===== src/hw/rtl/awrs_pkg.sv =====
// ----------------------------------------------------------------------------
// awrs_pkg
// Shared constants, types and helpers of the accelerometer window framer.
// ----------------------------------------------------------------------------
package awrs_pkg;

  localparam int MAX_WINDOW = 1024;
  localparam int WS_W       = 11;
  localparam int CNT_W      = $clog2(MAX_WINDOW + 1);
  localparam int SUM_W      = 16 + $clog2(MAX_WINDOW);
  localparam int SQ_W       = 31 + $clog2(MAX_WINDOW);
  localparam int V_W        = SQ_W + CNT_W;
  localparam int M_W        = 2 * CNT_W;
  localparam int ROOT_W     = 32;
  localparam int Q_W        = 64;
  localparam int DIV_STEPS  = V_W + 32;
  localparam int STEP_W     = $clog2(DIV_STEPS + 1);
  localparam int NUM_AXES   = 3;

  localparam logic [7:0] HDR_RAW_ALL  = 8'hAA;
  localparam logic [7:0] HDR_RAW_ALL2 = 8'h55;
  localparam logic [7:0] HDR_RAW_ONE  = 8'hAB;
  localparam logic [7:0] HDR_ST_ALL   = 8'hBA;
  localparam logic [7:0] HDR_ST_ALL2  = 8'h56;
  localparam logic [7:0] HDR_ST_ONE   = 8'hBB;

  localparam logic [2:0] REG_RAW_MODE = 3'd0;
  localparam logic [2:0] REG_ALL_AXES = 3'd1;
  localparam logic [2:0] REG_SEL_AXIS = 3'd2;
  localparam logic [2:0] REG_WINDOW   = 3'd3;
  localparam logic [2:0] REG_BIAS_X   = 3'd4;
  localparam logic [2:0] REG_BIAS_Y   = 3'd5;
  localparam logic [2:0] REG_BIAS_Z   = 3'd6;

  typedef enum logic [3:0] {
    ST_IDLE, ST_SQUARE, ST_ACC, ST_RAW, ST_HDR, ST_PREP, ST_START, ST_CALC, ST_VAL
  } frm_state_t;

  typedef enum logic [1:0] {
    PH_IDLE, PH_MUL, PH_DIV, PH_ROOT
  } sqrt_phase_t;

  typedef struct packed {
    logic load;
    logic square;
    logic acc;
    logic clear;
  } lane_ctrl_t;

  function automatic logic signed [15:0] sat16(input logic signed [16:0] v);
    if (v > 17'sd32767) begin
      return 16'sh7FFF;
    end else if (v < -17'sd32768) begin
      return 16'sh8000;
    end else begin
      return v[15:0];
    end
  endfunction

endpackage


===== src/hw/rtl/awrs_lane.sv =====
// ----------------------------------------------------------------------------
// awrs_lane
// One axis: bias removal with saturation, squaring and window accumulation.
// ----------------------------------------------------------------------------
module awrs_lane (
  input  logic                                 clk,
  input  logic                                 rst_n,
  input  awrs_pkg::lane_ctrl_t                 ctrl,
  input  logic signed [15:0]                   sample,
  input  logic signed [15:0]                   bias,
  output logic signed [15:0]                   value,
  output logic signed [awrs_pkg::SUM_W-1:0]    snap_sum,
  output logic        [awrs_pkg::SQ_W-1:0]     snap_sq
);
  import awrs_pkg::*;

  logic signed [15:0]      v_r;
  logic        [30:0]      sq_r;
  logic signed [31:0]      prod;
  logic signed [16:0]      diff;
  logic signed [SUM_W-1:0] sum_r, sum_nxt, snap_sum_r;
  logic        [SQ_W-1:0]  sqs_r, sqs_nxt, snap_sq_r;

  assign diff    = {sample[15], sample} - {bias[15], bias};
  assign prod    = v_r * v_r;
  assign sum_nxt = sum_r + SUM_W'(v_r);
  assign sqs_nxt = sqs_r + SQ_W'(sq_r);

  always_ff @(posedge clk) begin
    if (ctrl.load) begin
      v_r <= sat16(diff);
    end
    if (ctrl.square) begin
      sq_r <= prod[30:0];
    end
    if (ctrl.acc && ctrl.clear) begin
      snap_sum_r <= sum_nxt;
      snap_sq_r  <= sqs_nxt;
    end
  end

  always_ff @(posedge clk) begin
    if (!rst_n) begin
      sum_r <= '0;
      sqs_r <= '0;
    end else if (ctrl.acc) begin
      if (ctrl.clear) begin
        sum_r <= '0;
        sqs_r <= '0;
      end else begin
        sum_r <= sum_nxt;
        sqs_r <= sqs_nxt;
      end
    end
  end

  assign value    = v_r;
  assign snap_sum = snap_sum_r;
  assign snap_sq  = snap_sq_r;

endmodule


===== config.mk =====
export PLATFORM = sky130hd
export DESIGN_NAME = awrs_lane
export DESIGN_NICKNAME = d
export VERILOG_FILES = /design/src/hw/rtl/awrs_pkg.sv /design/src/hw/rtl/awrs_lane.sv
export SDC_FILE = /design/constraint.sdc
export NUM_CORES = 1
export LEC_CHECK = 0
export BUFFER_PORTS_ARGS = -buffer_cell sky130_fd_sc_hd__buf_2
export CORE_MARGIN = 3
export CORE_UTILIZATION = 40
export DETAILED_ROUTE_END_ITERATION = 8
export GPL_TIMING_DRIVEN = 0
export SLEW_MARGIN = 30
export SYNTH_ARGS = -nofsm -noshare
export SYNTH_HDL_FRONTEND = slang
export SYNTH_SLANG_ARGS = --single-unit
export TNS_END_PERCENT = 1

===== constraint.sdc =====
create_clock -name clk -period 14.07 [get_ports clk]
set_input_delay 0.7035 -clock clk [delete_from_list [all_inputs] [get_ports clk]]
set_output_delay 0.7035 -clock clk [all_outputs]
set_load 0.02 [all_outputs]

Word level (Yosys, flattened, before mapping)
Index checks and enable logic that the tools add are counted.

Add/subtract/negate cells: 3. Multipliers: 1. $lt $le $gt $ge: 2. Multiplexer cells: 3. Reduce and logical (&&, ||, !) cells: 1.

Operator list (number): adder 41 x 31 -> 41 bit (1); two-way mux 41 bit (1); multiplier 16 x 16 -> 31 bit (1); adder 26 x 16 -> 26 bit (1); two-way mux 26 bit (1); > comparator 17 x 16 -> 1 bit, second input constant (1); < comparator 17 x 16 -> 1 bit, second input constant (1); subtractor 16 x 16 -> 17 bit (1); two-way mux 16 bit (1); logical AND 1 bit (1).

Register bits: 181. Input port bits: 38. Output and inout bits: 83.

Longest topological paths before layout
Word-level depth: 3. Depth in mapped cells: 24. Gate-level depth less buffers: 23.

Worst setup path after synthesis
No wires, ideal clock.

Path kind: reg2reg. Start: reg v_r[15] (netlist: value[15]). End: reg sq_r[30], data pin. Library setup time: 260 ps. Arrival time: 6521 ps. Data required time: 13810 ps. Slack: 7289 ps. Cell stages (with the launch flop): 24. Path buffers: 2. Cell sequence: edfxtp_1 > inv_1 > clkbuf_1 > buf_1 > nor2_1 > fa_1 > inv_1 > fa_1 > inv_1 > fa_1 > fa_1 > fa_1 > inv_1 > fa_1 > inv_1 > ha_1 > inv_1 > o21ai_0 > a21o_1 > a21oi_1 > a2bb2oi_1 > o311ai_0 > a21oi_1 > xnor2_1.

Longest elaborated chain between the ends: 1.

RTL lines: start: declaration (line awrs_lane.sv:17) `logic signed [15:0] v_r;`; start signal: assignment (line awrs_lane.sv:31) `v_r <= sat16(diff);`; multiplier 16 x 16 -> 31 bit (line awrs_lane.sv:25) `assign prod = v_r * v_r;`; named net prod[30] (line awrs_lane.sv:19) `logic signed [31:0] prod;`; end signal: assignment (line awrs_lane.sv:34) `sq_r <= prod[30:0];`; end: declaration (line awrs_lane.sv:18) `logic [30:0] sq_r;`.

The timed path passes the listed nets, and every way through them passes these cells. A chain may end at the register's enable or synchronous reset.

Worst setup path after layout
Same ends and word-level chain as after synthesis.

==> report_table.html <==
<table>
<tr><th>Metric</th><th>Value</th></tr>
<tr><th colspan="2">Global routing</th></tr>
<tr><td>Pin count of the biggest net entering global routing</td><td>31</td></tr>
<tr><td>Global routing usage summed across all routing layers</td><td>0.1956</td></tr>
<tr><td>Global-route wire length before repair</td><td>77.47 mm</td></tr>
<tr><td>Initial antenna violation count</td><td>2</td></tr>
<tr><td>Leftover overflow at the end of global routing</td><td>0</td></tr>
<tr><td>Number of global-route vias before repair</td><td>14500</td></tr>
<tr><th colspan="2">Routing</th></tr>
<tr><td>Number of DRC violations after detailed-routing iteration 0</td><td>811</td></tr>
<tr><td>Via count</td><td>14150</td></tr>
<tr><td>Length of the first detailed-routing pass in iterations</td><td>8</td></tr>
<tr><td>Antenna-violating nets left</td><td>0</td></tr>
<tr><td>Mean number of vias per cell</td><td>5.211</td></tr>
<tr><td>Post-route DRC violation count</td><td>0</td></tr>
<tr><td>Final wirelength</td><td>47.29 mm</td></tr>
<tr><td>Average wire length per cell after detail routing</td><td>17.42 um</td></tr>
<tr><th colspan="2">Clock network</th></tr>
<tr><td>H-Tree Depth</td><td>4</td></tr>
<tr><td>Clock tree from TritonCTS</td><td>yes</td></tr>
<tr><td>Total number of clock tree sinks</td><td>180</td></tr>
<tr><td>Hold buffer count at cts</td><td>0</td></tr>
<tr><td>Resized cells post-CTS</td><td>0</td></tr>
<tr><td>Clock slew at reported path FFs</td><td>0.08 ns</td></tr>
<tr><td>Clock buffer count from CTS</td><td>17</td></tr>
<tr><td>Clock latency on the worst-skew pair</td><td>0.46 ns</td></tr>
<tr><td>Largest buffer count on any clock path</td><td>2</td></tr>
<tr><td>Setup repair bufs after CTS</td><td>0</td></tr>
<tr><td>Root buffer cell</td><td>sky130_fd_sc_hd__clkbuf_16</td></tr>
<tr><th colspan="2">Finish</th></tr>
<tr><td>Share of layout cells above drive strength 1</td><td>0.09177</td></tr>
<tr><td>Layout Nets</td><td>2529</td></tr>
<tr><td>Area growth syn-to-layout</td><td>10.81%</td></tr>
<tr><th colspan="2">Placed design</th></tr>
<tr><td>Worst slack after detailed placement</td><td>5.748 ns</td></tr>
<tr><td>Detailed placement HPWL</td><td>38.51 mm</td></tr>
<tr><td>Routability cong.</td><td>0.9159</td></tr>
<tr><td>IO buf count</td><td>118</td></tr>
<tr><th colspan="2">Setup path</th></tr>
<tr><td>Number of cell instances on the worst register-to-register path</td><td>23</td></tr>
<tr><td>Endpoint of the worst-slack reg-to-reg timing path</td><td>sq_r[30]</td></tr>
<tr><td>Startpoint of the worst register-to-register path</td><td>value[15]</td></tr>
<tr><td>Largest fanout of any net on the critical path</td><td>18</td></tr>
<tr><td>Startpoint type of the worst setup path</td><td>register</td></tr>
<tr><td>Worst setup slack for register-to-register paths</td><td>5.70 ns</td></tr>
<tr><td>Worst path required time</td><td>14.25 ns</td></tr>
<tr><td>Startpoint-to-endpoint class of the critical path</td><td>reg2reg</td></tr>
<tr><td>Kind of capture point of the worst setup path</td><td>register</td></tr>
<tr><td>Signal arrival time at the worst endpoint</td><td>8.55 ns</td></tr>
<tr><th colspan="2">Worst hold path</th></tr>
<tr><td>Hold path startpoint</td><td>sqs_r[0]</td></tr>
<tr><td>Path category of the worst min-delay check</td><td>reg2reg</td></tr>
<tr><td>Worst Hold Endpoint</td><td>sqs_r[0]</td></tr>
<tr><td>Cell depth of the worst hold path</td><td>2</td></tr>
<tr><th colspan="2">STA</th></tr>
<tr><td>Total negative setup slack</td><td>0 ns</td></tr>
<tr><td>Worst Skew</td><td>0.02014 ns</td></tr>
<tr><td>Final Cycle Share</td><td>0.5946</td></tr>
<tr><td>Worst-Margin Slew</td><td>0.9313 ns</td></tr>
<tr><td>Setup Viol. Count Final</td><td>0</td></tr>
<tr><td>Relative max-transition margin</td><td>0.3791</td></tr>
<tr><td>Pins Over Slew Limit</td><td>0</td></tr>
<tr><td>Setup repair after global routing missed its margin</td><td>no</td></tr>
<tr><td>Final-report hold violation count</td><td>0</td></tr>
<tr><td>Final worst-path setup slack</td><td>5.703 ns</td></tr>
<tr><td>Final period demand of the worst path</td><td>8.367 ns</td></tr>
<tr><td>Maximum clock frequency</td><td>0.1195 GHz</td></tr>
<tr><th colspan="2">Floorplanning</th></tr>
<tr><td>Starting density of the core</td><td>0.4096</td></tr>
<tr><td>Width of the chip</td><td>222.7 um</td></tr>
<tr><td>Height of the chip</td><td>222.7 um</td></tr>
<tr><td>Placeable Area</td><td>45870 um2</td></tr>
<tr><td>Full die area</td><td>49610 um2</td></tr>
<tr><td>I/O pin count</td><td>121</td></tr>
<tr><td>Site Rows</td><td>78</td></tr>
<tr><th colspan="2">Synthesis</th></tr>
<tr><td>Compound-Gate Fraction of Synth Area</td><td>0.1350</td></tr>
<tr><td>Count of cell types in the netlist</td><td>79</td></tr>
<tr><td>Top flip-flop cell by instance count after synthesis</td><td>sky130_fd_sc_hd__edfxtp_1</td></tr>
<tr><td>Number of synthesis warnings</td><td>0</td></tr>
<tr><td>XOR/XNOR share of the synthesized area</td><td>0.04801</td></tr>
<tr><td>Per-instance average area after synthesis</td><td>9.581 um2</td></tr>
<tr><td>Nets in the synthesized netlist</td><td>2389</td></tr>
<tr><td>Portion of the post-synthesis area used by sequential elements</td><td>0.2520</td></tr>
<tr><td>Async set or reset register ratio after synthesis</td><td>0</td></tr>
<tr><td>Area of the mapped netlist</td><td>18790 um2</td></tr>
<tr><td>Dominant combinational cell family by area after synthesis</td><td>adder cells</td></tr>
<tr><td>Post-Syn Instances</td><td>1961</td></tr>
<tr><td>Number of enable flip-flop cells after synthesis</td><td>113</td></tr>
<tr><td>Number of flip-flops and latches in the synthesized netlist</td><td>180</td></tr>
<tr><td>Synth Area in Simple Gates</td><td>0.1189</td></tr>
<tr><td>Mux share of post-synthesis cell area</td><td>0.001665</td></tr>
<tr><td>Share of synthesized cell area in full adder, half adder and majority cells</td><td>0.3529</td></tr>
<tr><th colspan="2">Run status</th></tr>
<tr><td>Outcome</td><td>finished, final reports clean</td></tr>
<tr><th colspan="2">Job</th></tr>
<tr><td>Max-cap violations</td><td>0</td></tr>
</table>
## area by class of cell
| cell class | count | area [um2] |
|---|---|---|
| Antenna cell | 1 | 2.502 |
| Buffer | 61 | 252.7 |
| Clock buffer | 17 | 425.4 |
| Clock inverter | 15 | 171.4 |
| Fill cell | 4464 | 25050 |
| Inverter | 391 | 1468 |
| Multi-Input combinational cell | 1329 | 12340 |
| Sequential cell | 180 | 4735 |
| Tap cell | 600 | 750.7 |
| Timing Repair Buffer | 121 | 673.1 |
## worst max-delay path by stage
stage / from / endpoint / slack [ns] / depth (start not counted)
after floorplan: value[15] / sq_r[30] / 7.29 / 23
after global placement: value[15] / sq_r[30] / 5.81 / 23
after detailed placement: value[15] / sq_r[30] / 5.75 / 23
after CTS: value[15] / sq_r[30] / 5.71 / 23
after global routing: value[15] / sq_r[30] / 5.27 / 23
final: value[15] / sq_r[30] / 5.70 / 23
## synth_stat cells, types with 36 or more instances
| cell | instances | area [um2] |
|---|---|---|
| sky130_fd_sc_hd__clkbuf_1 | 55 | 206.5 |
| sky130_fd_sc_hd__a22oi_1 | 36 | 270.3 |
| sky130_fd_sc_hd__and2_1 | 44 | 275.3 |
| sky130_fd_sc_hd__nand2_1 | 124 | 465.5 |
| sky130_fd_sc_hd__ha_1 | 158 | 1977 |
| sky130_fd_sc_hd__dfxtp_1 | 67 | 1341 |
| sky130_fd_sc_hd__xnor2_1 | 75 | 656.9 |
| sky130_fd_sc_hd__a21oi_1 | 79 | 395.4 |
| sky130_fd_sc_hd__fa_1 | 232 | 4644 |
| sky130_fd_sc_hd__nor2_1 | 146 | 548.0 |
| sky130_fd_sc_hd__inv_1 | 388 | 1456 |
| sky130_fd_sc_hd__o21ai_0 | 55 | 275.3 |
| sky130_fd_sc_hd__edfxtp_1 | 113 | 3393 |
| sky130_fd_sc_hd__nand3_1 | 39 | 195.2 |
## flip-flops by register name, indices dropped and copies added, names as in the netlist
register and flops:
snap_sq 41, snap_sum 26, sq_r 30, sqs_r 41, sum_r 26, value 16
## cell usage in the layout, fill, tap and decap left out, types with 7 or more instances in the layout
cell	count
sky130_fd_sc_hd__a31o_2	7
sky130_fd_sc_hd__a21oi_1	79
sky130_fd_sc_hd__o21ai_0	55
sky130_fd_sc_hd__o211ai_1	21
sky130_fd_sc_hd__and3_1	10
sky130_fd_sc_hd__nor2_1	145
sky130_fd_sc_hd__a31oi_1	13
sky130_fd_sc_hd__dfxtp_1	67
sky130_fd_sc_hd__nand2b_1	14
sky130_fd_sc_hd__nand2_1	124
sky130_fd_sc_hd__a211oi_1	12
sky130_fd_sc_hd__xor2_1	28
sky130_fd_sc_hd__nor3_1	22
sky130_fd_sc_hd__clkbuf_1	55
sky130_fd_sc_hd__clkbuf_16	17
sky130_fd_sc_hd__a2111oi_0	7
sky130_fd_sc_hd__nand4_1	10
sky130_fd_sc_hd__nand3_1	39
sky130_fd_sc_hd__o21bai_1	7
sky130_fd_sc_hd__xnor2_1	75
sky130_fd_sc_hd__o21a_1	26
sky130_fd_sc_hd__inv_1	388
sky130_fd_sc_hd__ha_1	158
sky130_fd_sc_hd__a21o_2	9
sky130_fd_sc_hd__edfxtp_1	113
sky130_fd_sc_hd__a22oi_1	36
sky130_fd_sc_hd__and2_1	44
sky130_fd_sc_hd__a21o_1	28
sky130_fd_sc_hd__buf_2	119
sky130_fd_sc_hd__nor2b_1	16
sky130_fd_sc_hd__fa_1	232
## routing by layer
| metal | track usage | vias up | routed length, um |
|---|---|---|---|
| met5 | 0 | - | 13 |
| met4 | 0.04655 | 2 | 794 |
| met3 | 0.03594 | 55 | 2845 |
| met2 | 0.3215 | 371 | 21960 |
| met1 | 0.2692 | 6965 | 21680 |
| li1 | - | 6756 | - |
## worst max-delay path: stages (launching register included)
cell and delay, ns:
sky130_fd_sc_hd__edfxtp_1 0.77, sky130_fd_sc_hd__inv_1 0.28, sky130_fd_sc_hd__clkbuf_1 0.69, sky130_fd_sc_hd__buf_1 0.59, sky130_fd_sc_hd__nor2_1 0.12, sky130_fd_sc_hd__fa_1 0.72, sky130_fd_sc_hd__inv_1 0.11, sky130_fd_sc_hd__fa_1 0.58
sky130_fd_sc_hd__inv_1 0.34, sky130_fd_sc_hd__fa_1 0.50, sky130_fd_sc_hd__fa_1 0.48, sky130_fd_sc_hd__fa_1 0.55, sky130_fd_sc_hd__inv_1 0.05, sky130_fd_sc_hd__fa_1 0.53, sky130_fd_sc_hd__inv_1 0.04, sky130_fd_sc_hd__ha_1 0.34
sky130_fd_sc_hd__inv_1 0.09, sky130_fd_sc_hd__o21ai_0 0.09, sky130_fd_sc_hd__a21o_1 0.19, sky130_fd_sc_hd__a21oi_1 0.27, sky130_fd_sc_hd__a2bb2oi_1 0.20, sky130_fd_sc_hd__o311ai_0 0.17, sky130_fd_sc_hd__a21oi_1 0.21, sky130_fd_sc_hd__xnor2_1 0.12
## logic make-up after synthesis
logic type                 Yosys count
AOI/OAI and AO/OA                  367
and+or+nand+nor                    465
buffers and inverters              452
xor gates and xnor gates           103
DFF                                180
adders and majority gates          391
muxes                                3
## stage by stage
| stage | hold slack, ns | utilization | cell area (um2) | std cells |
|---|---|---|---|---|
| 4_1_cts | 0.4712 | 0.4538 | 20820 | 2714 |
| 3_3_place_gp | 0.4547 | 0.4389 | 20130 | 2679 |
| 3_5_place_dp | 0.4623 | 0.4408 | 20220 | 2682 |
| 5_1_grt | 0.4987 | 0.4538 | 20820 | 2714 |
| 6_report | 0.4718 | 0.4539 | 20820 | 2715 |
| 2_1_floorplan | 0.4446 | - | 18790 | 1961 |
Power is not shown: default switching activity piles up to over one toggle a cycle in this logic, so the estimate is an artifact.
