`config.mk`:
```
export PLATFORM = sky130hd
export DESIGN_NAME = awrs_qsqrt
export DESIGN_NICKNAME = d
export VERILOG_FILES = /design/src/hw/rtl/awrs_pkg.sv /design/src/hw/rtl/awrs_qsqrt.sv
export SDC_FILE = /design/constraint.sdc
export NUM_CORES = 1
export LEC_CHECK = 0
export BUFFER_PORTS_ARGS = -buffer_cell sky130_fd_sc_hd__buf_4
export CORE_MARGIN = 2
export CORE_UTILIZATION = 49
export CTS_BUF_LIST = sky130_fd_sc_hd__clkbuf_4
export DETAILED_ROUTE_END_ITERATION = 10
export PLACE_DENSITY_LB_ADDON = 0.15
export SYNTH_ARGS = -nofsm -noshare
export SYNTH_HDL_FRONTEND = slang
export SYNTH_SLANG_ARGS = --single-unit
```
`constraint.sdc`:
```
create_clock -name clk -period 9.1 [get_ports clk]
set_input_delay 0.455 -clock clk [delete_from_list [all_inputs] [get_ports clk]]
set_output_delay 0.455 -clock clk [all_outputs]
set_load 0.02 [all_outputs]
```
`src/hw/rtl/awrs_pkg.sv`:
```
// ----------------------------------------------------------------------------
// awrs_pkg
// Shared constants, types and helpers of the accelerometer window framer.
// ----------------------------------------------------------------------------
package awrs_pkg;

  localparam int MAX_WINDOW = 1024;
  localparam int WS_W       = 11;
  localparam int CNT_W      = $clog2(MAX_WINDOW + 1);
  localparam int SUM_W      = 16 + $clog2(MAX_WINDOW);
  localparam int SQ_W       = 31 + $clog2(MAX_WINDOW);
  localparam int V_W        = SQ_W + CNT_W;
  localparam int M_W        = 2 * CNT_W;
  localparam int ROOT_W     = 32;
  localparam int Q_W        = 64;
  localparam int DIV_STEPS  = V_W + 32;
  localparam int STEP_W     = $clog2(DIV_STEPS + 1);
  localparam int NUM_AXES   = 3;

  localparam logic [7:0] HDR_RAW_ALL  = 8'hAA;
  localparam logic [7:0] HDR_RAW_ALL2 = 8'h55;
  localparam logic [7:0] HDR_RAW_ONE  = 8'hAB;
  localparam logic [7:0] HDR_ST_ALL   = 8'hBA;
  localparam logic [7:0] HDR_ST_ALL2  = 8'h56;
  localparam logic [7:0] HDR_ST_ONE   = 8'hBB;

  localparam logic [2:0] REG_RAW_MODE = 3'd0;
  localparam logic [2:0] REG_ALL_AXES = 3'd1;
  localparam logic [2:0] REG_SEL_AXIS = 3'd2;
  localparam logic [2:0] REG_WINDOW   = 3'd3;
  localparam logic [2:0] REG_BIAS_X   = 3'd4;
  localparam logic [2:0] REG_BIAS_Y   = 3'd5;
  localparam logic [2:0] REG_BIAS_Z   = 3'd6;

  typedef enum logic [3:0] {
    ST_IDLE, ST_SQUARE, ST_ACC, ST_RAW, ST_HDR, ST_PREP, ST_START, ST_CALC, ST_VAL
  } frm_state_t;

  typedef enum logic [1:0] {
    PH_IDLE, PH_MUL, PH_DIV, PH_ROOT
  } sqrt_phase_t;

  typedef struct packed {
    logic load;
    logic square;
    logic acc;
    logic clear;
  } lane_ctrl_t;

  function automatic logic signed [15:0] sat16(input logic signed [16:0] v);
    if (v > 17'sd32767) begin
      return 16'sh7FFF;
    end else if (v < -17'sd32768) begin
      return 16'sh8000;
    end else begin
      return v[15:0];
    end
  endfunction

endpackage

```
`src/hw/rtl/awrs_qsqrt.sv`:
```
// ----------------------------------------------------------------------------
// awrs_qsqrt
// Shared unit: floor(sqrt((a*val - sub) * 2^32 / m)) by serial multiply,
// restoring division and digit-by-digit square root.
// ----------------------------------------------------------------------------
module awrs_qsqrt (
  input  logic                               clk,
  input  logic                               rst_n,
  input  logic                               start,
  input  logic [awrs_pkg::CNT_W-1:0]         mul_a,
  input  logic [awrs_pkg::SQ_W-1:0]          val,
  input  logic [awrs_pkg::V_W-1:0]           sub,
  input  logic [awrs_pkg::M_W-1:0]           m,
  output logic                               busy,
  output logic                               done,
  output logic [awrs_pkg::ROOT_W-1:0]        root
);
  import awrs_pkg::*;

  localparam int X_W = V_W + 32;

  sqrt_phase_t ph_r, ph_nxt;
  logic [STEP_W-1:0] step_r;
  logic [CNT_W-1:0]  a_r;
  logic [SQ_W-1:0]   val_r;
  logic [V_W-1:0]    sub_r;
  logic [M_W-1:0]    m_r;
  logic [V_W-1:0]    prod_r;
  logic [X_W-1:0]    dvd_r;
  logic [M_W-1:0]    rem_r;
  logic [Q_W-1:0]    q_r;
  logic [34:0]       srem_r;
  logic [ROOT_W-1:0] root_r;
  logic              done_r;

  logic [M_W:0]      dtrial;
  logic [34:0]       sshift;
  logic [34:0]       strial;
  logic [V_W-1:0]    prod_nxt;
  logic              last_step;

  assign prod_nxt  = {prod_r[V_W-2:0], 1'b0} + (a_r[CNT_W-1] ? V_W'(val_r) : '0);
  assign dtrial    = {rem_r, dvd_r[X_W-1]};
  assign sshift    = {srem_r[32:0], q_r[Q_W-1:Q_W-2]};
  assign strial    = 35'({root_r, 2'b01});

  always_comb begin
    last_step = 1'b0;
    unique case (ph_r)
      PH_MUL:  last_step = (step_r == STEP_W'(CNT_W - 1));
      PH_DIV:  last_step = (step_r == STEP_W'(DIV_STEPS - 1));
      PH_ROOT: last_step = (step_r == STEP_W'(ROOT_W - 1));
      default: last_step = 1'b0;
    endcase
  end

  always_comb begin
    ph_nxt = ph_r;
    unique case (ph_r)
      PH_IDLE: if (start) ph_nxt = PH_MUL;
      PH_MUL:  if (last_step) ph_nxt = PH_DIV;
      PH_DIV:  if (last_step) ph_nxt = PH_ROOT;
      PH_ROOT: if (last_step) ph_nxt = PH_IDLE;
      default: ph_nxt = PH_IDLE;
    endcase
  end

  always_ff @(posedge clk) begin
    if (!rst_n) begin
      ph_r   <= PH_IDLE;
      step_r <= '0;
      done_r <= 1'b0;
    end else begin
      ph_r   <= ph_nxt;
      done_r <= (ph_r == PH_ROOT) && last_step;
      if (ph_r == PH_IDLE || last_step) begin
        step_r <= '0;
      end else begin
        step_r <= step_r + 1'b1;
      end
    end
  end

  always_ff @(posedge clk) begin
    case (ph_r)
      PH_IDLE: begin
        if (start) begin
          a_r    <= mul_a;
          val_r  <= val;
          sub_r  <= sub;
          m_r    <= m;
          prod_r <= '0;
        end
      end
      PH_MUL: begin
        prod_r <= prod_nxt;
        a_r    <= {a_r[CNT_W-2:0], 1'b0};
        if (last_step) begin
          dvd_r <= {prod_nxt - sub_r, 32'h0};
          rem_r <= '0;
          q_r   <= '0;
        end
      end
      PH_DIV: begin
        dvd_r <= {dvd_r[X_W-2:0], 1'b0};
        if (dtrial >= {1'b0, m_r}) begin
          rem_r <= M_W'(dtrial - {1'b0, m_r});
          q_r   <= {q_r[Q_W-2:0], 1'b1};
        end else begin
          rem_r <= dtrial[M_W-1:0];
          q_r   <= {q_r[Q_W-2:0], 1'b0};
        end
        if (last_step) begin
          srem_r <= '0;
          root_r <= '0;
        end
      end
      PH_ROOT: begin
        q_r <= {q_r[Q_W-3:0], 2'b00};
        // bring down two bits, keep the root bit when the trial fits
        if (sshift >= strial) begin
          srem_r <= sshift - strial;
          root_r <= {root_r[ROOT_W-2:0], 1'b1};
        end else begin
          srem_r <= sshift;
          root_r <= {root_r[ROOT_W-2:0], 1'b0};
        end
      end
      default: ;
    endcase
  end

  assign busy = (ph_r != PH_IDLE);
  assign done = done_r;
  assign root = root_r;

endmodule
```
Word-level counts from Yosys, hierarchy flattened. Cells that the tools add are included.

Output and inout bits: 34. Flip-flop bits (word level): 422.

Add/subtract/negate cells: 5. Equality and inequality tests: 10. Reductions and logical operators: 15. Bitwise operators: 1. Muxes and demuxes: 25. $lt $le $gt $ge: 2.

Operator list (number): one-hot mux 64 bit (3 select lines) (1); one-hot mux 84 bit (2 select lines) (1); one-hot mux 51 bit (2 select lines) (1); 2-to-1 mux 84 bit (1); 2-to-1 mux 33 bit (2); one-hot mux 33 bit (2 select lines) (1); 2-to-1 mux 64 bit (1); one-hot mux 32 bit (2 select lines) (1); adder 52 x 41 -> 52 bit (1); subtractor 52 bit (1); 2-to-1 mux 51 bit (1); 2-to-1 mux 22 bit (2); one-hot mux 22 bit (2 select lines) (1); 2-to-1 mux 41 bit (1); greater-or-equal comparator 35 x 34 -> 1 bit (1); subtractor 33 bit (1); 2-to-1 mux 32 bit (1); greater-or-equal comparator 23 x 22 -> 1 bit (1); one-hot mux 11 bit (2 select lines) (1); subtractor 22 bit (1); 2-to-1 mux 11 bit (1); AND reduction 2 bit (5); 2-to-1 mux 2 bit (4); != test 2 bit, second input constant (4); other kinds (17) (22).

Logic depth before layout (Yosys ltp). Gate-level depths: netlist (run 1).

Depth after elaboration: 5. Mapped depth: 26. Mapped depth without buffers: 25.

Worst setup path before layout (run 1). No wires, ideal clock.

Kind: register to register. Start: reg ph_r[0]. End: reg a_r[0] (enable). Arrival time: 7.015 ns. Path slack: 1.666 ns. Setup time: 0.418 ns. Buffers on the path: 0. Stages on the path, launching flop included: 6. Path through: dfxtp_1 -> inv_1 -> ha_1 -> inv_1 -> nor2_1 -> a21o_1.

Longest elaborated chain between the ends: 3. Elaborated cells between the ends (all ways): 5. Classes of those cells: 2 x eq/ne; 3 x reduce/logical.

Ends and longest elaborated chain: from (decl) (RTL line awrs_qsqrt.sv:22) `sqrt_phase_t ph_r, ph_nxt;`; from (signal assigned) (RTL line awrs_qsqrt.sv:74) `ph_r <= ph_nxt;`; == test 2 x 1 -> 1 bit or zero test 2 bit (tied branches) (RTL line awrs_qsqrt.sv:85) `case (ph_r)`; nonzero test 2 bit (no source line) or != test 2 bit (tied branches); AND reduction 2 bit (no source line) (*); to (signal assigned) (RTL line awrs_qsqrt.sv:88) `a_r <= mul_a;`; to (signal assigned) (RTL line awrs_qsqrt.sv:97) `a_r <= {a_r[CNT_W-2:0], 1'b0};`; to (decl) (RTL line awrs_qsqrt.sv:24) `logic [CNT_W-1:0] a_r;`.

Mark *: on every way between the ends. The rest lies on a longest branch, timed or not. A chain may end at the register's enable or synchronous reset.

Worst setup path in the final report (run 1).
Start: reg a_r[10]. End: reg dvd_r[83] (data pin).

Longest elaborated chain between the ends: 5.

Ends and longest elaborated chain: 2-to-1 mux 41 bit (RTL line awrs_qsqrt.sv:42) `assign prod_nxt = {prod_r[V_W-2:0], 1'b0} + (a_r[CNT_W-1] ? V_W'(val_r) : '0);`; adder 52 x 41 -> 52 bit (RTL line awrs_qsqrt.sv:42); via prod_nxt[23] (RTL line awrs_qsqrt.sv:39) `logic [V_W-1:0] prod_nxt;`; subtractor 52 bit (RTL line awrs_qsqrt.sv:99) `dvd_r <= {prod_nxt - sub_r, 32'h0};`; 2-to-1 mux 84 bit (RTL line awrs_qsqrt.sv:98) `if (last_step) begin`; one-hot mux 84 bit (2 select lines) (RTL line awrs_qsqrt.sv:85); to (signal assigned) (RTL line awrs_qsqrt.sv:99); to (signal assigned) (RTL line awrs_qsqrt.sv:105) `dvd_r <= {dvd_r[X_W-2:0], 1'b0};`; to (decl) (RTL line awrs_qsqrt.sv:29) `logic [X_W-1:0] dvd_r;`.

The timed path passes the listed nets, and every way through them passes these cells. The select of a mux whose other input is x is not followed.

==> reports/summary.txt, run 1 <==
Outcome: completed
Maximum VDD drop: 0.200 mV
Post-route cell area: 0.0278 mm2
Post-Place Cells: 2,885
CTS tree: done
Commonest cells post-synth: edfxtp_1, nor2_1, inv_1
Max-Cap Viols: 0
Htree depth: 3
Pint: 6.04 mW
# DRC: 0
Port Buf Inserts: 162
Routed via count: 17,429
Met2 usage: 35.0%
Clock Tree Root: clkbuf_4
Worst path required time: 9680 ps
TritonCTS Buffers: 102
Highest clock rate: 156 MHz
Min setup slack post-route: 2670 ps
First-pass GRT wire length: 87,300 um
Net Sw Frac: 42.8%
Leakage: 11.5 nW
Sequential power share: 28.7%
Layout cell share with drive strength beyond 1: 15.7%
Post-place setup slack: 2720 ps
Footprint of the multi-input gates: 0.0109 mm2
Crit path max fanout: 42
Core ar.: 0.0474 mm2
# nets final: 2,786
Core Rows: 80
Register area: 0.0116 mm2
EDFF count, synth: 380
Gr busiest metal: met2
Post-Route Setup TNS: 0 ps
TritonCTS sink count: 390
Critical path class: reg2reg
GRT Total Usage: 21.6%
Endpoints failing setup: 0
CP Launch Type: flop
Slew Limit Fails: 0
Sequential area share after synthesis: 49.6%
Layout area overhead: 18.5%
Initial antenna violation count: 1
Worst-margin pin slew: 1000 ps
I/O pin total: 163
Clk_skew: 90.1 ps
M3 GR Usage: 3.94%
Async set-reset flop share out of synthesis: 0%
Clock buffer depth: 3
Hold Vio Cnt, Final: 0
Setup Buffers After CTS: 0
DRT antenna net count: 0
PD cells: 380 mW/mm2
Top-count cell post-synth: edfxtp_1
Met1 global-route usage: 29.1%
Syn nets: 2,472
Starting Density: 49.4%
Die Wd: 223 um
Largest net degree at the start of global routing: 106
Clk pin slew, worst setup/hold paths: 70 ps
Clock share of power: 14.8%
Remaining Overflow, GRT: 0
Cell Area, Synth: 0.0234 mm2
Fill cells: 4,102
Final period util: 70.6%
Post-DP HPWL: 35,800 um
Combinational share of power: 56.5%
Top post-synthesis cells by area: edfxtp_1, ha_1, xnor2_1
GPL Wtd Cong: 0.872
Largest area contributor in the netlist: edfxtp_1
Die area: 0.0496 mm2
Vias in the first global route: 17,635
Critical Path AT: 7000 ps
Synthesized flop and latch total: 390
Vias per inst: 5.46
Netlist cell types: 86
Placed inst area: 0.0252 mm2
Unrepaired setup endpoints after global routing: no
Crit end category: flop
Min-Delay Path Class: in2reg
Synth Flop Type: edfxtp_1
Final WL: 52,800 um
Pre-Repair DR Iteration Count: 5
Initial DRC count: 1,139
Synth warn: 0
Rel. slew slack: 33.2%
Non-Filler Instances: 3,191
Cell count after synthesis: 2,187
Switching Power: 4.51 mW
Skew-Pair Late Insertion Delay: 870 ps
WL/cell: 16.5 um
Die height: 223 um
Avg Cell Area, Syn: 10.7 um2
Synth top area share: 48.7%
Fin crit period: 6430 ps
final timing paths:
path              from         to  slack [ps]  cells past startpoint
max            a_r[10]  dvd_r[83]        2670                     25
min              start    ph_r[0]         160                      5
max reg2reg    a_r[10]  dvd_r[83]        2670                     25
min reg2reg  step_r[0]  step_r[0]         490                      1
critical path: stages, from the launching register on:
cell	delay, ps
edfxtp_1	320
buf_4	310
and2_1	200
ha_1	200
inv_1	70
fa_1	390
nand2b_1	180
a21oi_1	240
o2111ai_1	170
a21boi_1	200
o2111ai_1	160
a211oi_1	470
or2_2	210
o21ai_0	100
xnor2_1	160
ha_1	400
nand4_1	170
nor3_1	450
nor4b_1	290
a31oi_1	80
nand4_1	170
a21oi_1	100
o31ai_2	510
a31oi_1	200
xnor2_1	170
mux2_2	250
power by group through the flow:
stage	combinational, mW	clock (mW)	sequential [mW]
after floorplan	4.57	0	3.08
after global placement	5.78	0	3.05
after detailed placement	5.86	0	3.06
after CTS	5.93	1.62	3.03
after global routing	6.67	1.72	3.08
final	5.95	1.56	3.03
repair_timing:
action	CTS	global route
endpoints found under the setup margin	0	0
hold buffers	127	0
hold endpoints to repair	129	0
gates resized for setup	0	0
state kept, by name, indices dropped and copies added (netlist names):
register / flops
q_r: 64
step_r: 7
sub_r: 52
done: 1
m_r: 22
a_r: 11
ph_r: 2
prod_r: 51
rem_r: 22
srem_r: 33
val_r: 41
dvd_r: 52
root: 32
final cells by class:
type                            count  share of cell area, %
Clock buffer                      153                   4.14
Antenna cell                        2                 0.0180
Inverter                          156                   2.11
Multi-Input combinational cell   1547                   39.2
Clock inverter                     24                  0.595
Timing Repair Buffer              304                   9.36
Sequential cell                   390                   41.8
Tap cell                          615                   2.77
cell usage in the layout (no fill, tap or decap), types with 10 or more instances in the layout:
master         Yosys  final
clkbuf_4           0    153
and3_1            20     20
dfxtp_1           10     10
nand2_1          151    151
o31ai_1           12     12
xnor2_1           89     89
and2_1           101    101
inv_1            155    155
dlygate4sd3_1      0    127
o21a_1            21     21
a21o_1            85     84
nor3_1            25     25
mux2_2            15     15
nand2b_1          13     13
o21ai_0          108    105
edfxtp_1         380    380
xor2_1            51     51
clkinv_1           1     16
mux2i_1           43     43
a31oi_1           14     14
a21oi_1          147    147
a211oi_1          17     17
nor2_1           173    172
nand3_1           31     31
o21bai_1          18     18
a22o_1            61     61
nor2b_1           21     21
nand4_1           29     29
o211ai_1          14     14
buf_4              4    177
ha_1             153    150
layer usage:
| layer | up-vias | share of wire [%] |
|---|---|---|
| li1 | 8708 | - |
| met1 | 8269 | 47 |
| met2 | 381 | 47 |
| met3 | 71 | 3.9 |
| met4 | 0 | 2.0 |
| met5 | - | 0 |
kinds of logic after synthesis:
family	count (synthesis)	share of synthesized area, %
XOR/XNOR	140	5.23
AO/OA/AOI/OAI	584	17.2
AND/OR/NAND/NOR	609	12.8
multiplexers	58	2.56
buffers and inverters	250	4.24
flip-flops	390	49.6
adder cells (fa/ha/maj)	156	8.43
per-stage QoR:
stage	power, mW	hold WS (ps)	utilization [%]
6_report	10.5	156	58.5
5_1_grt	11.5	121	58.5
4_1_cts	10.6	44.3	58.5
3_5_place_dp	8.92	472	53.1
3_3_place_gp	8.83	465	53.1
2_1_floorplan	7.65	437	-
Power figures use the tool's default switching activity.
==> run 2, diff against run 1 <==
--- a/config.mk
+++ b/config.mk
@@ -5,6 +5,7 @@
 export SDC_FILE = /design/constraint.sdc
 export NUM_CORES = 1
 export LEC_CHECK = 0
+export ABC_AREA = 1
 export BUFFER_PORTS_ARGS = -buffer_cell sky130_fd_sc_hd__buf_4
 export CORE_MARGIN = 2
 export CORE_UTILIZATION = 49
==> constraint.sdc (replaced) <==
create_clock -name clk -period 6.3 [get_ports clk]
set_input_delay 0.315 -clock clk [delete_from_list [all_inputs] [get_ports clk]]
set_output_delay 0.315 -clock clk [all_outputs]
set_load 0.02 [all_outputs]
==> reports/summary.txt, run 2 <==
Clock buffer depth: 3 (unchanged)
Remaining Overflow, GRT: 0 (unchanged)
Layout cell share with drive strength beyond 1: 10.9% (-4.7 points)
Layout area overhead: 17.3%
Post-DP HPWL: 60,200 um (+68%)
Htree depth: 3 (unchanged)
Synthesized flop and latch total: 390 (unchanged)
Vias per inst: 5.32 (-2.6%)
Port Buf Inserts: 162 (unchanged)
Synth top area share: 43.4% (-5.3 points)
Min setup slack post-route: 748 ps (-1930 ps)
Avg Cell Area, Syn: 7.78 um2 (-27%)
Unrepaired setup endpoints after global routing: no
Largest net degree at the start of global routing: 90 (-15%)
Clock Tree Root: clkbuf_4
Final period util: 88.1% (+18 points)
CTS resizes: 0 (unchanged)
Hold path start: m[2]
Cts hold-fix bufs: 129 (+1.6%)
Slew Limit Fails: 0 (unchanged)
Syn nets: 3,666 (+48%)
Critical path class: reg2reg
Initial DRC count: 1,904 (+67%)
Post-place setup slack: 963 ps (-1750 ps)
First-pass GRT wire length: 126,000 um (+45%)
Commonest non-fill, non-tap cell in the layout: nand2_1
Register area: 0.0116 mm2 (unchanged)
CP Launch Type: flop
Core Rows: 84 (+5.0%)
Pre-Repair DR Iteration Count: 7 (+2)
Post-Route Setup TNS: 0 ps (unchanged)
Skew-Pair Late Insertion Delay: 910 ps (+40 ps)
WL/cell: 17.7 um (+7.0%)
Top flop regs: q_r: 64 flops, dvd_r: 52 flops, sub_r: 52 flops
GPL Wtd Cong: 1.03 (+18%)
Register with the most flip-flops: q_r
Commonest non-fill, non-tap cells in the layout: nand2_1, inv_1, nor2_1, edfxtp_1, a21oi_1
I/O pin total: 163 (unchanged)
Synth warn: 0 (unchanged)
Crit end category: flop
Max-Cap Viols: 0 (unchanged)
Async set-reset flop share out of synthesis: 0% (unchanged)
Clk_skew: 61.7 ps (-28.3 ps)
Top post-synthesis cells by area: edfxtp_1, nand2_1, inv_1
Critical Path AT: 6180 ps (-820 ps)
Vias in the first global route: 24,013 (+36%)
Die height: 236 um (+5.8%)
Initial antenna violation count: 1 (unchanged)
Starting Density: 49.8% (+0.45 points)
Sequential area share after synthesis: 44.2% (-5.4 points)
Synth Flop Type: edfxtp_1
Largest area contributor in the netlist: edfxtp_1
Endpoints failing setup: 0 (unchanged)
Clk pin slew, worst setup/hold paths: 70 ps (about the same)
Cell count after synthesis: 3,381 (+55%)
Reg2Reg Launch Point: a_r[10]
Crit path max fanout: 24 (-43%)
GRT Total Usage: 28.8% (+7.2 points)
Commonest cells post-synth: nand2_1, inv_1, nor2_1
Max reg flops: 64 (unchanged)
Setup Buffers After CTS: 0 (unchanged)
CTS tree: done
EDFF count, synth: 380 (unchanged)
DRT antenna net count: 0 (unchanged)
# nets final: 4,022 (+44%)
Worst path required time: 6930 ps (-2750 ps)
Critical path startpoint: a_r[10]
Core ar.: 0.0528 mm2 (+11%)
Hold Vio Cnt, Final: 0 (unchanged)
TritonCTS Buffers: 108 (+5.9%)
Footprint of the multi-input gates: 0.0123 mm2 (+13%)
Cell Area, Synth: 0.0263 mm2 (+12%)
Highest clock rate: 180 MHz (+16%)
Fin crit period: 5550 ps (-873 ps)
Die area: 0.0555 mm2 (+12%)
Die Wd: 236 um (+5.8%)
Worst-margin pin slew: 974 ps (-28.9 ps)
Min-Delay Path Class: in2reg
Outcome: completed
Routed via count: 23,932 (+37%)
Netlist cell types: 56 (-35%)
CP max stage delay: 540 ps (+30 ps)
TritonCTS sink count: 390 (unchanged)
Fill cells: 4,962 (+21%)
Rel. slew slack: 35.1% (+1.9 points)
Top-count cell post-synth: nand2_1
Final WL: 79,600 um (+51%)
Slowest cell on crit path: edfxtp_1
# DRC: 0 (unchanged)
-- run 2: final timing paths --
path,to,slack [ps],depth (start not counted)
hold / removal,m_r[2],130,2
setup reg to reg,dvd_r[66],750,26
setup / recovery,dvd_r[66],750,26
hold reg to reg,step_r[0],480,1
-- run 2: final cells by class --
| cell class | count | share of cell area, % |
|---|---|---|
| flip-flops and latches | 390 | 37.6 |
| diodes | 1 | 0.00811 |
| clock buffers | 152 | 3.70 |
| inverters | 574 | 7.02 |
| well taps | 688 | 2.79 |
| repair buffers | 306 | 8.49 |
| multi-input cells | 2357 | 39.9 |
| clock inverters | 29 | 0.499 |
-- run 2: layer usage --
metal	GRT usage, %	wire [um]
met5	0	0
met4	10.4	2620
met3	3.52	4380
met2	48.0	37100
met1	38.6	35500
-- run 2: through the flow --
stage          area [um2]  instances  hold slack [ps]  utilization, %
3_3_place_gp        28300       4186              461            53.6
3_5_place_dp        28300       4186              471            53.6
6_report            30800       4497              134            58.5
2_1_floorplan       26300       3381              414               -
4_1_cts             30800       4496             49.8            58.5
5_1_grt             30800       4497             77.6            58.5
-- run 2: cell families (layout without fill, tap and decap cells) --
group,after synthesis,count (layout),share of synthesized area [%]
other cells,0,1,0
fa+ha+maj,156,156,7.51
buf+inv,634,1061,9.33
compound gates,450,450,9.63
xor+xnor,82,82,2.73
flops,390,390,44.2
simple gates,1669,1669,26.6
-- run 2: critical path, delay by kind of cell, from the launching register on --
family          cells  cell delay [ps]
compound gates      3              810
flops               1              540
fa+ha+maj           3             1020
buf+inv             5              720
simple gates       14             1890
xor+xnor            1              300
Power of run 2 is not shown: default switching activity piles up to over one toggle a cycle in this logic, so the estimate is an artifact.
==> run 3, diff against run 2 <==
--- a/config.mk
+++ b/config.mk
@@ -7,6 +7,7 @@
 export LEC_CHECK = 0
 export ABC_AREA = 1
 export BUFFER_PORTS_ARGS = -buffer_cell sky130_fd_sc_hd__buf_4
+export CORE_ASPECT_RATIO = 1.1
 export CORE_MARGIN = 2
 export CORE_UTILIZATION = 49
 export CTS_BUF_LIST = sky130_fd_sc_hd__clkbuf_4
==> reports/summary.txt, run 3 (synthesized netlist as in run 2, its figures left out) <==
Outcome: complete, but fails checks
Failing checks: DRC
Layout area overhead: 17.5%
Rel. slew slack: 22.3% (-13 points)
Largest net degree at the start of global routing: 82 (-8.9%)
Highest clock rate: 172 MHz (-4.4%)
Die Wd: 225 um (-4.6%)
Min-Delay Path Class: in2reg
Hold path start: sub[40]
DRT antenna net count: 0 (unchanged)
Critical path class: reg2reg
Hold Vio Cnt, Final: 0 (unchanged)
First-pass GRT wire length: 123,000 um (-2.2%)
Slowest cell on crit path: edfxtp_1
Top flop regs: q_r: 64 flops, dvd_r: 52 flops, sub_r: 52 flops
Crit path max fanout: 20 (-17%)
Core Rows: 89 (+6.0%)
Worst-margin pin slew: 1160 ps (+187 ps)
Max-Cap Viols: 0 (unchanged)
Critical Path AT: 6420 ps (+240 ps)
Post-DP HPWL: 60,500 um (+0.56%)
CP max stage delay: 720 ps (+180 ps)
Skew-Pair Late Insertion Delay: 920 ps (about the same)
Crit path buf inv count: 5 (unchanged)
Worst path required time: 6920 ps (about the same)
Final WL: 79,300 um (-0.35%)
Remaining Overflow, GRT: 0 (unchanged)
Clk_skew: 62.8 ps (+1.06 ps)
Post-Route Setup TNS: 0 ps (unchanged)
Htree depth: 3 (unchanged)
Register with the most flip-flops: q_r
Clk pin slew, worst setup/hold paths: 70 ps (about the same)
Reg2Reg Launch Point: a_r[10]
Slew Limit Fails: 0 (unchanged)
Vias per inst: 5.29 (-0.67%)
Crit end category: flop
WL/cell: 17.7 um (-0.21%)
CTS tree: done
Port Buf Inserts: 162 (unchanged)
Endpoints failing setup: 0 (unchanged)
Placed inst area: 0.0283 mm2 (about the same)
Critical path startpoint: a_r[10]
CP top delay family: simple AND/OR/NAND/NOR gates
Commonest non-fill, non-tap cells in the layout: nand2_1, inv_1, nor2_1, edfxtp_1, a21oi_1
I/O pin total: 163 (unchanged)
Unrepaired setup endpoints after global routing: no
Fill cells: 4,946 (-0.32%)
GRT Total Usage: 28.7% (-0.10 points)
Die area: 0.0555 mm2 (about the same)
Routed via count: 23,741 (-0.80%)
Clock buffer depth: 3 (unchanged)
# DRC: 2 (+2)
TritonCTS sink count: 390 (unchanged)
Vias in the first global route: 23,699 (-1.3%)
Core ar.: 0.0533 mm2 (+1.1%)
Pre-Repair DR Iteration Count: 11 (+4)
Die height: 247 um (+4.8%)
Max reg flops: 64 (unchanged)
# nets final: 4,018 (-0.099%)
Post-route cell area: 0.0309 mm2 (+0.16%)
Initial antenna violation count: 2 (+1)
GPL Wtd Cong: 0.984 (-4.4%)
TritonCTS Buffers: 105 (-2.8%)
CTS resizes: 0 (unchanged)
Clock Tree Root: clkbuf_4
CP Launch Type: flop
Fin crit period: 5810 ps (+255 ps)
CP most frequent cell: nand2_1
Starting Density: 49.3% (-0.54 points)
Initial DRC count: 1,690 (-11%)
Layout cell share with drive strength beyond 1: 11.0% (+0.029 points)
Final period util: 92.2% (+4.0 points)
Commonest non-fill, non-tap cell in the layout: nand2_1
[run 3: repair_timing]
action                    CTS  global route
hold endpoints to repair  136             0
setup buffers               0             0
hold buffers              129             0
[run 3: path summary, 6_finish.rpt]
kind               endpoint  slack (ps)  cells after the start
setup reg to reg  dvd_r[77]         490                     29
setup / recovery  dvd_r[77]         490                     29
hold reg to reg   step_r[0]         490                      1
hold / removal    sub_r[40]         110                      2
[run 3: metal layers]
metal	part of all wire, %	track usage (%)	vias to the layer above
met4	3.9	12.9	2
met3	5.2	3.81	165
met5	0.014	0	-
met1	44	36.2	11023
met2	47	49.0	700
li1	-	-	11851
[run 3: final cells by class]
type,instances,area [um2],share of cell area [%]
Clock buffer,149,1120,3.62
Multi-Input combinational cell,2357,12300,39.8
Antenna cell,2,5.00,0.0162
Sequential cell,390,11600,37.6
Inverter,574,2160,7.01
Tap cell,682,853,2.76
Timing Repair Buffer,305,2640,8.54
Clock inverter,32,214,0.692
[run 3: per-stage QoR]
stage	hold slack (ps)	worst slack, ps	cells	util, %
floorplan	414	199	3381	-
global route	73.3	185	4491	57.9
CTS	23.5	550	4489	57.9
detailed placement	467	595	4179	53.0
finish	115	493	4491	57.9
global placement	461	547	4179	53.0
Power of run 3 is left out for the same reason.
